### config.mk
export PLATFORM = sky130hd
export DESIGN_NAME = dual_edge_period_tachometer
export DESIGN_NICKNAME = d
export VERILOG_FILES = /design/src/rtl/dept_pkg.sv /design/src/rtl/dept_ctrl.sv /design/src/rtl/dept_dp.sv /design/src/rtl/dual_edge_period_tachometer.sv
export SDC_FILE = /design/constraint.sdc
export NUM_CORES = 1
export LEC_CHECK = 0
export BUFFER_PORTS_ARGS = -buffer_cell sky130_fd_sc_hd__clkbuf_2
export CORE_MARGIN = 2
export CORE_UTILIZATION = 45
export CTS_CLUSTER_DIAMETER = 80
export DETAILED_ROUTE_END_ITERATION = 6
export PLACE_DENSITY = 0.71
export SLEW_MARGIN = 10
export SYNTH_ARGS = -nofsm -noshare
export SYNTH_HDL_FRONTEND = slang
export SYNTH_SLANG_ARGS = --single-unit
### constraint.sdc
create_clock -name clk -period 5.8 [get_ports clk]
set_input_delay 0.87 -clock clk [delete_from_list [all_inputs] [get_ports clk]]
set_output_delay 0.87 -clock clk [all_outputs]
set_load 0.02 [all_outputs]
### src/rtl/dept_pkg.sv
// Shared types and constants for the dual-edge period tachometer.
// Used by the controller, the datapath, the top level and the checker.
`timescale 1ns / 1ps
`default_nettype none

package dept_pkg;

  localparam int DEFAULT_COUNT_WIDTH = 16;
  localparam int RPM_WIDTH           = 24;
  localparam int TEETH_WIDTH         = 8;
  localparam int CFG_DATA_WIDTH      = 24;
  localparam int CFG_INDEX_WIDTH     = 2;
  localparam int NUM_LANES           = 2;

  // One quotient bit per divider step.
  localparam int DIV_STEPS      = RPM_WIDTH;
  localparam int STEP_CNT_WIDTH = $clog2(DIV_STEPS);

  localparam logic [RPM_WIDTH-1:0]   CPM_RESET   = 24'd7500000;
  localparam logic [TEETH_WIDTH-1:0] TEETH_RESET = 8'd22;
  localparam logic                   CLEAR_RESET = 1'b1;

  typedef enum logic [CFG_INDEX_WIDTH-1:0] {
    REG_COUNTS_PER_MINUTE = 2'd0,
    REG_TEETH             = 2'd1,
    REG_CLEAR_ON_REPORT   = 2'd2
  } cfg_reg_t;

  typedef enum logic [2:0] {
    ST_IDLE,
    ST_LOAD_PERIOD,
    ST_DIV_PERIOD,
    ST_LOAD_TEETH,
    ST_DIV_TEETH,
    ST_HOLD
  } state_t;

  // Commands from the controller to the datapath.
  typedef struct packed {
    logic capture;
    logic load_period;
    logic load_teeth;
    logic step;
    logic load_out;
  } cmd_t;

endpackage

`default_nettype wire

### src/rtl/dept_ctrl.sv
// Controller state machine of the tachometer: handshakes and divider sequencing.
// Depends on dept_pkg; drives the datapath through cmd_t.
`timescale 1ns / 1ps
`default_nettype none

module dept_ctrl
  import dept_pkg::*;
(
  input  wire  clk,
  input  wire  rst,
  input  wire  in_valid,
  output logic in_stall,
  input  wire  report,
  output logic out_valid,
  input  wire  out_stall,
  output cmd_t cmd
);

  state_t                    state;
  state_t                    state_next;
  logic [STEP_CNT_WIDTH-1:0] step_cnt;
  logic [STEP_CNT_WIDTH-1:0] step_cnt_next;
  logic                      out_valid_next;
  logic                      out_free;
  logic                      last_step;

  assign in_stall  = (state != ST_IDLE);
  assign out_free  = !out_valid || !out_stall;
  assign last_step = (step_cnt == STEP_CNT_WIDTH'(DIV_STEPS - 1));

  always_ff @(posedge clk) begin
    if (rst) begin
      state     <= ST_IDLE;
      step_cnt  <= '0;
      out_valid <= 1'b0;
    end else begin
      state     <= state_next;
      step_cnt  <= step_cnt_next;
      out_valid <= out_valid_next;
    end
  end

  always_comb begin
    state_next     = state;
    step_cnt_next  = step_cnt;
    cmd            = '0;
    unique case (state)
      ST_IDLE: begin
        cmd.capture = in_valid;
        if (in_valid && report) begin
          state_next = ST_LOAD_PERIOD;
        end
      end
      ST_LOAD_PERIOD: begin
        cmd.load_period = 1'b1;
        step_cnt_next   = '0;
        state_next      = ST_DIV_PERIOD;
      end
      ST_DIV_PERIOD: begin
        cmd.step      = 1'b1;
        step_cnt_next = step_cnt + STEP_CNT_WIDTH'(1);
        if (last_step) begin
          state_next = ST_LOAD_TEETH;
        end
      end
      ST_LOAD_TEETH: begin
        cmd.load_teeth = 1'b1;
        step_cnt_next  = '0;
        state_next     = ST_DIV_TEETH;
      end
      ST_DIV_TEETH: begin
        cmd.step      = 1'b1;
        step_cnt_next = step_cnt + STEP_CNT_WIDTH'(1);
        if (last_step) begin
          state_next = ST_HOLD;
        end
      end
      ST_HOLD: begin
        if (out_free) begin
          cmd.load_out = 1'b1;
          state_next   = ST_IDLE;
        end
      end
      default: begin
        state_next = ST_IDLE;
      end
    endcase
    out_valid_next = cmd.load_out || (out_valid && out_stall);
  end

endmodule

`default_nettype wire

### src/rtl/dept_dp.sv
// Datapath of the tachometer: capture counter, capture registers, configuration
// registers, two bit-serial restoring dividers and the result register. Uses dept_pkg.
`timescale 1ns / 1ps
`default_nettype none

module dept_dp
  import dept_pkg::*;
#(
  parameter int COUNT_WIDTH = DEFAULT_COUNT_WIDTH
) (
  input  wire                        clk,
  input  wire                        rst,
  input  cmd_t                       cmd,
  input  wire                        starboard_edge,
  input  wire                        port_edge,
  input  wire                        report,
  input  wire                        cfg_write,
  input  wire  [CFG_INDEX_WIDTH-1:0] cfg_index,
  input  wire  [CFG_DATA_WIDTH-1:0]  cfg_data,
  output logic [RPM_WIDTH-1:0]       starboard_rpm,
  output logic [RPM_WIDTH-1:0]       portside_rpm
);

  logic [RPM_WIDTH-1:0]   counts_per_minute;
  logic [TEETH_WIDTH-1:0] teeth;
  logic                   clear_on_report;

  logic [COUNT_WIDTH-1:0] capture_count;
  logic [COUNT_WIDTH-1:0] latest   [NUM_LANES];
  logic [COUNT_WIDTH-1:0] previous [NUM_LANES];
  logic [NUM_LANES-1:0]   edges;

  // Divider lanes: lane 0 is starboard, lane 1 is port.
  logic [COUNT_WIDTH-1:0] rem      [NUM_LANES];
  logic [COUNT_WIDTH-1:0] divisor  [NUM_LANES];
  logic [RPM_WIDTH-1:0]   quo      [NUM_LANES];
  logic [NUM_LANES-1:0]   zero_speed;

  logic [COUNT_WIDTH-1:0] period [NUM_LANES];
  logic [COUNT_WIDTH:0]   trial  [NUM_LANES];
  logic [COUNT_WIDTH:0]   diff   [NUM_LANES];

  assign edges = {port_edge, starboard_edge};

  always_comb begin
    for (int i = 0; i < NUM_LANES; i++) begin
      period[i] = latest[i] - previous[i];
      trial[i]  = {rem[i], quo[i][RPM_WIDTH-1]};
      diff[i]   = trial[i] - {1'b0, divisor[i]};
    end
  end

  always_ff @(posedge clk) begin
    if (rst) begin
      counts_per_minute <= CPM_RESET;
      teeth             <= TEETH_RESET;
      clear_on_report   <= CLEAR_RESET;
    end else if (cfg_write) begin
      unique case (cfg_reg_t'(cfg_index))
        REG_COUNTS_PER_MINUTE: counts_per_minute <= cfg_data;
        REG_TEETH:             teeth             <= cfg_data[TEETH_WIDTH-1:0];
        REG_CLEAR_ON_REPORT:   clear_on_report   <= cfg_data[0];
        default: begin
        end
      endcase
    end
  end

  always_ff @(posedge clk) begin
    if (rst) begin
      capture_count <= '0;
      for (int i = 0; i < NUM_LANES; i++) begin
        latest[i]   <= '0;
        previous[i] <= '0;
      end
    end else if (cmd.capture) begin
      for (int i = 0; i < NUM_LANES; i++) begin
        if (edges[i]) begin
          previous[i] <= latest[i];
          latest[i]   <= capture_count;
        end
      end
      if (report && clear_on_report) begin
        capture_count <= '0;
      end else begin
        capture_count <= capture_count + COUNT_WIDTH'(1);
      end
    end
  end

  always_ff @(posedge clk) begin
    for (int i = 0; i < NUM_LANES; i++) begin
      if (cmd.load_period) begin
        quo[i]        <= counts_per_minute;
        rem[i]        <= '0;
        divisor[i]    <= period[i];
        zero_speed[i] <= (period[i] == '0) || (teeth == '0);
      end else if (cmd.load_teeth) begin
        rem[i]     <= '0;
        divisor[i] <= COUNT_WIDTH'(teeth);
      end else if (cmd.step) begin
        if (!diff[i][COUNT_WIDTH]) begin
          rem[i] <= diff[i][COUNT_WIDTH-1:0];
          quo[i] <= {quo[i][RPM_WIDTH-2:0], 1'b1};
        end else begin
          rem[i] <= trial[i][COUNT_WIDTH-1:0];
          quo[i] <= {quo[i][RPM_WIDTH-2:0], 1'b0};
        end
      end
    end
  end

  always_ff @(posedge clk) begin
    if (cmd.load_out) begin
      starboard_rpm <= zero_speed[0] ? '0 : quo[0];
      portside_rpm  <= zero_speed[1] ? '0 : quo[1];
    end
  end

endmodule

`default_nettype wire

### src/rtl/dual_edge_period_tachometer.sv
// Top level of the dual-edge period tachometer: controller plus datapath.
// Depends on dept_pkg, dept_ctrl and dept_dp.
`timescale 1ns / 1ps
`default_nettype none

// Each input beat is one tick of a COUNT_WIDTH-bit capture counter and carries
// rising-edge flags for the starboard and port tooth sensors plus a report strobe.
// An edge moves that channel's latest capture to previous and captures the
// counter value from before this tick. A report turns each channel's period
// (latest minus previous, modulo 2^COUNT_WIDTH) into a speed of
// floor(floor(counts_per_minute / period) / teeth), or 0 when the period or teeth
// is zero, and both speeds leave together as one output beat. The counter then
// increments, or clears when the beat reported and clear_on_report is set.
// A beat without a report leaves the input unstalled, and the next beat may follow
// in the next cycle. A beat with a report holds the input stalled until its result
// has moved into the output register, which waits while the output is stalled: the
// two channels each run a one-bit-per-cycle restoring divider, first 24 steps for
// the counts-per-minute division and then 24 steps for the teeth division, with a
// load state before each pass and a hold state that moves the result into the
// output register. The output register lets non-report beats continue to be taken
// while a result waits. The user must write configuration through cfg_write,
// cfg_index and cfg_data (index 0 counts_per_minute, 1 teeth, 2 clear_on_report)
// only while the block is idle; the block does not enforce it. Index 3 is ignored.
module dual_edge_period_tachometer
  import dept_pkg::*;
#(
  parameter int COUNT_WIDTH = DEFAULT_COUNT_WIDTH
) (
  input  wire                        clk,
  input  wire                        rst,
  input  wire                        in_valid,
  output logic                       in_stall,
  input  wire                        starboard_edge,
  input  wire                        port_edge,
  input  wire                        report,
  output logic                       out_valid,
  input  wire                        out_stall,
  output logic [RPM_WIDTH-1:0]       starboard_rpm,
  output logic [RPM_WIDTH-1:0]       portside_rpm,
  input  wire                        cfg_write,
  input  wire  [CFG_INDEX_WIDTH-1:0] cfg_index,
  input  wire  [CFG_DATA_WIDTH-1:0]  cfg_data
);

  // Command bundle from the sequencer; capture fires on every accepted beat.
  cmd_t cmd;

  dept_ctrl u_ctrl (
    .clk       (clk),
    .rst       (rst),
    .in_valid  (in_valid),
    .in_stall  (in_stall),
    .report    (report),
    .out_valid (out_valid),
    .out_stall (out_stall),
    .cmd       (cmd)
  );

  // The datapath holds all payload and configuration state.
  dept_dp #(
    .COUNT_WIDTH (COUNT_WIDTH)
  ) u_dp (
    .clk            (clk),
    .rst            (rst),
    .cmd            (cmd),
    .starboard_edge (starboard_edge),
    .port_edge      (port_edge),
    .report         (report),
    .cfg_write      (cfg_write),
    .cfg_index      (cfg_index),
    .cfg_data       (cfg_data),
    .starboard_rpm  (starboard_rpm),
    .portside_rpm   (portside_rpm)
  );

endmodule

`default_nettype wire

==> flow_summary.toml <==
[run]
cap_violations = 0

[synthesis]
postSynthNetCount = 1412
yosys_top_cell_area_share_pct = 47.0
synth_compound_area_share_pct = 8.64
synth-warning-count = 0
yosysSeqAreaShare_pct = 56.5
synth_adder_area_share_pct = 6.33
count_of_flip_flops_with_a_built_in_enable_after_synthesis = 218
netlist.top_cell.by_area = "sky130_fd_sc_hd__edfxtp_1"
synthXorXnorAreaFrac_pct = 4.15
synth_seq_cells = 284
main_synth_ff_type = "sky130_fd_sc_hd__edfxtp_1"
yosys-mux-area-fraction_pct = 2.48
netlist-cell-type-count = 69
fraction_of_registers_with_async_set_reset_pct = 0
dominant_combinational_cell_family_by_area_after_synthesis = "simple AND/OR/NAND/NOR gates"
netlist_instances = 1310
synth_most_common_cell = "sky130_fd_sc_hd__nand2_1"
synthSimpleGateAreaFrac_pct = 18.4
mean_instance_size_in_the_synthesized_netlist_um2 = 10.6
mapped_area_um2 = 13900
synth_top_cells_by_count = "sky130_fd_sc_hd__nand2_1 (228), sky130_fd_sc_hd__edfxtp_1 (218), sky130_fd_sc_hd__nor2_1 (111), sky130_fd_sc_hd__inv_1 (83), sky130_fd_sc_hd__dfxtp_1 (66)"
post_synth_main_area_contributors = "sky130_fd_sc_hd__edfxtp_1 (47%), sky130_fd_sc_hd__dfxtp_1 (9.5%), sky130_fd_sc_hd__nand2_1 (6.1%)"

[drt]
dr_total_vias = 9425
wl_met3_mm = 1.28
drt-initial-drc-count = 628
first_pass_iters = 5
totalWireLength_mm = 28.3
wl_met1_mm = 12.9
final_antenna_net_count = 0
dr_wl_met2_mm = 13.6
avgRoutedWirePerCell_um = 15.7
remaining_drc_errors = 0
maxUsedRoutingLayer = "met4"
avg_vias_per_cell = 5.22

[worst_setup_path]
timing.critical_path.required_ns = 6.06
worst_path_largest_cell_delay_ns = 0.58
timing_worst_setup_path_type = "register to register"
cp_max_fo = 20
worst_path_max_delay_cell = "sky130_fd_sc_hd__nand2_1"
worst_setup_path_start_kind = "register"
path_cells = "inv_1, ha_1, inv_1, fa_1, a211oi_1, nor2_1, o211ai_1, a31oi_1, mux2i_1, nand2_1, mux2i_1, nor2_1"
critical_path.endpoint_type = "register"
worst-endpoint-arrival_ns = 3.72

[timing]
setup_viol_count_final = 0
timing.final.hold_violations = 0
setup_tns_ns = 0
setup_clock_skew_after_layout_ns = 0.0206
timing.fmax_ghz = 0.289
setup_repair_after_global_routing_missed_its_margin = "false"
post-route-min-period_ns = 3.46
worst_slew_margin_rel_pct = 25.6
layout_worst_path_cycle_share_pct = 59.6
worst_pin_slew_ns = 1.12
timing.final.max_slew_violations = 0

[cts]
cts-resized-gates = 0
clock_sinks = 284
tritoncts = "done"
worst_skew_pair.late_latency_ns = 0.55
cts_max_path_buffers = 3
post_cts.repair.setup_buffers = 0
cts_htree_levels = 1
cts_root_buf = "sky130_fd_sc_hd__clkbuf_16"
cts_made_buffers = 29
clk_pin_slew_worst_paths_ns = 0.06
ctsHoldBuffers = 0

[layout]
number_of_fill_cells = 2690
count_of_inserted_antenna_diode_cells = 0
ratio_of_cells_with_drive_above_1_in_the_final_layout_pct = 10.8
layout-area-overhead-vs-synth_pct = 12.5
final_util_pct = 51.4
finalNetCount = 1492

[die]
dieArea_um2 = 32400
floorplan.die.width_um = 180
vert_die_dim_um = 180
floorplan.initialDensity_pct = 45.6
core-area_um2 = 30500
io_pins = 84
placement_rows = 64

[pwr]
max_ir_drop_vdd_v = 0.000295
p_leak_nw = 6.32
power.density_cell_area_nw_per_um2 = 543

[grt]
global_route.usage.total_pct = 17.5
grt_pass1_wl_mm = 47.0
overflow = 0
grt_max_degree = 56
first_global_vias = 9257
grt_antenna_before_repair = 0

[placement]
placement.io_buffers = 83
place.gp.congestion = 0.832
hpwl_after_detailed_placement_mm = 20.1

[outcome]
run_status = "finished, final reports clean"

[min_path]
worstHoldPathType = "register to register"
critical path: cells and delay by family, from the launching register on:
family,cells,cell delay [ns]
adder cells (fa/ha/maj),2,0.64
multiplexers,2,0.62
AND/OR/NAND/NOR,3,0.77
AO/OA/AOI/OAI,3,0.62
buffers and inverters,2,0.15
flip-flops,1,0.38
where the power goes:
part	internal, mW	switching (mW)	total (mW)
clock network	1.03	0.740	1.77
registers	2.96	0.310	3.27
logic	1.40	2.07	3.47
worst paths after layout:
| kind | from | endpoint | slack, ns | cells after the start |
|---|---|---|---|---|
| worst max-delay path | u_dp.quo[0][23] | u_dp.rem[0][4] | 2.34 | 12 |
| worst min-delay path | u_dp.counts_per_minute[4] | u_dp.counts_per_minute[4] | 0.46 | 2 |
| worst max register to register | u_dp.quo[0][23] | u_dp.rem[0][4] | 2.34 | 12 |
| worst min register to register | u_dp.counts_per_minute[4] | u_dp.counts_per_minute[4] | 0.46 | 2 |
cells by family (layout without fill, tap and decap cells):
kind of cell               after synthesis  after routing
muxes                                   33             33
adders and majority gates               68             68
DFF                                    284            284
xor gates and xnor gates                66             66
buffers and inverters                  127            228
AOI/OAI and AO/OA                      183            183
and+or+nand+nor                        549            549
cell usage in the layout (no fill, tap or decap), types with 10 or more instances in the layout:
master	n
sky130_fd_sc_hd__nor3_1	22
sky130_fd_sc_hd__nand3_1	21
sky130_fd_sc_hd__nor2b_1	56
sky130_fd_sc_hd__clkbuf_16	29
sky130_fd_sc_hd__nand3b_1	14
sky130_fd_sc_hd__clkbuf_2	83
sky130_fd_sc_hd__edfxtp_1	218
sky130_fd_sc_hd__nand4_1	10
sky130_fd_sc_hd__o21ai_0	25
sky130_fd_sc_hd__nor2_1	110
sky130_fd_sc_hd__ha_1	64
sky130_fd_sc_hd__mux2i_1	30
sky130_fd_sc_hd__buf_4	10
sky130_fd_sc_hd__dfxtp_1	66
sky130_fd_sc_hd__inv_1	83
sky130_fd_sc_hd__and2_1	53
sky130_fd_sc_hd__xor2_1	25
sky130_fd_sc_hd__o21a_1	19
sky130_fd_sc_hd__nand2_1	228
sky130_fd_sc_hd__xnor2_1	41
sky130_fd_sc_hd__a21oi_1	60
sky130_fd_sc_hd__a211oi_1	10
stage by stage:
stage	setup slack [ns]	total power [mW]	hold WS (ns)	area, um2	instances
6_report	2.34	8.51	0.456	15700	1807
3_3_place_gp	2.45	6.64	0.442	14800	1755
4_1_cts	2.34	8.55	0.456	15700	1807
5_1_grt	2.09	9.11	0.497	15700	1807
3_5_place_dp	2.35	6.76	0.448	14800	1755
2_1_floorplan	2.16	5.96	0.437	13900	1310
sequential cells by signal, indices dropped and copies added, names as in the netlist:
| register | count |
|---|---|
| u_dp.clear_on_report | 1 |
| u_dp.rem | 32 |
| u_dp.latest | 32 |
| u_dp.counts_per_minute | 24 |
| u_dp.divisor | 32 |
| u_ctrl.step_cnt | 5 |
| u_ctrl.state | 3 |
| u_dp.portside_rpm | 24 |
| u_ctrl.out_valid | 1 |
| u_dp.previous | 32 |
| u_dp.capture_count | 16 |
| u_dp.quo | 48 |
| u_dp.starboard_rpm | 24 |
| u_dp.teeth | 8 |
| u_dp.zero_speed | 2 |
routing by layer:
| metal | global-route usage [%] | vias to the layer above |
|---|---|---|
| li1 | - | 4703 |
| met1 | 24.1 | 4506 |
| met2 | 29.5 | 178 |
| met3 | 2.51 | 38 |
| met4 | 3.67 | 0 |
| met5 | 0 | - |
cell type report:
class                           count  area (um2)  share of cell area, %
Timing Repair Buffer               93         490                   3.13
Multi-Input combinational cell    899        5600                   35.7
Clock inverter                      9        75.1                  0.479
Tap cell                          396         495                   3.16
Clock buffer                       43         828                   5.29
Sequential cell                   284        7870                   50.2
Inverter                           83         312                   1.99
Note: power is estimated with default switching activity, not from simulation.
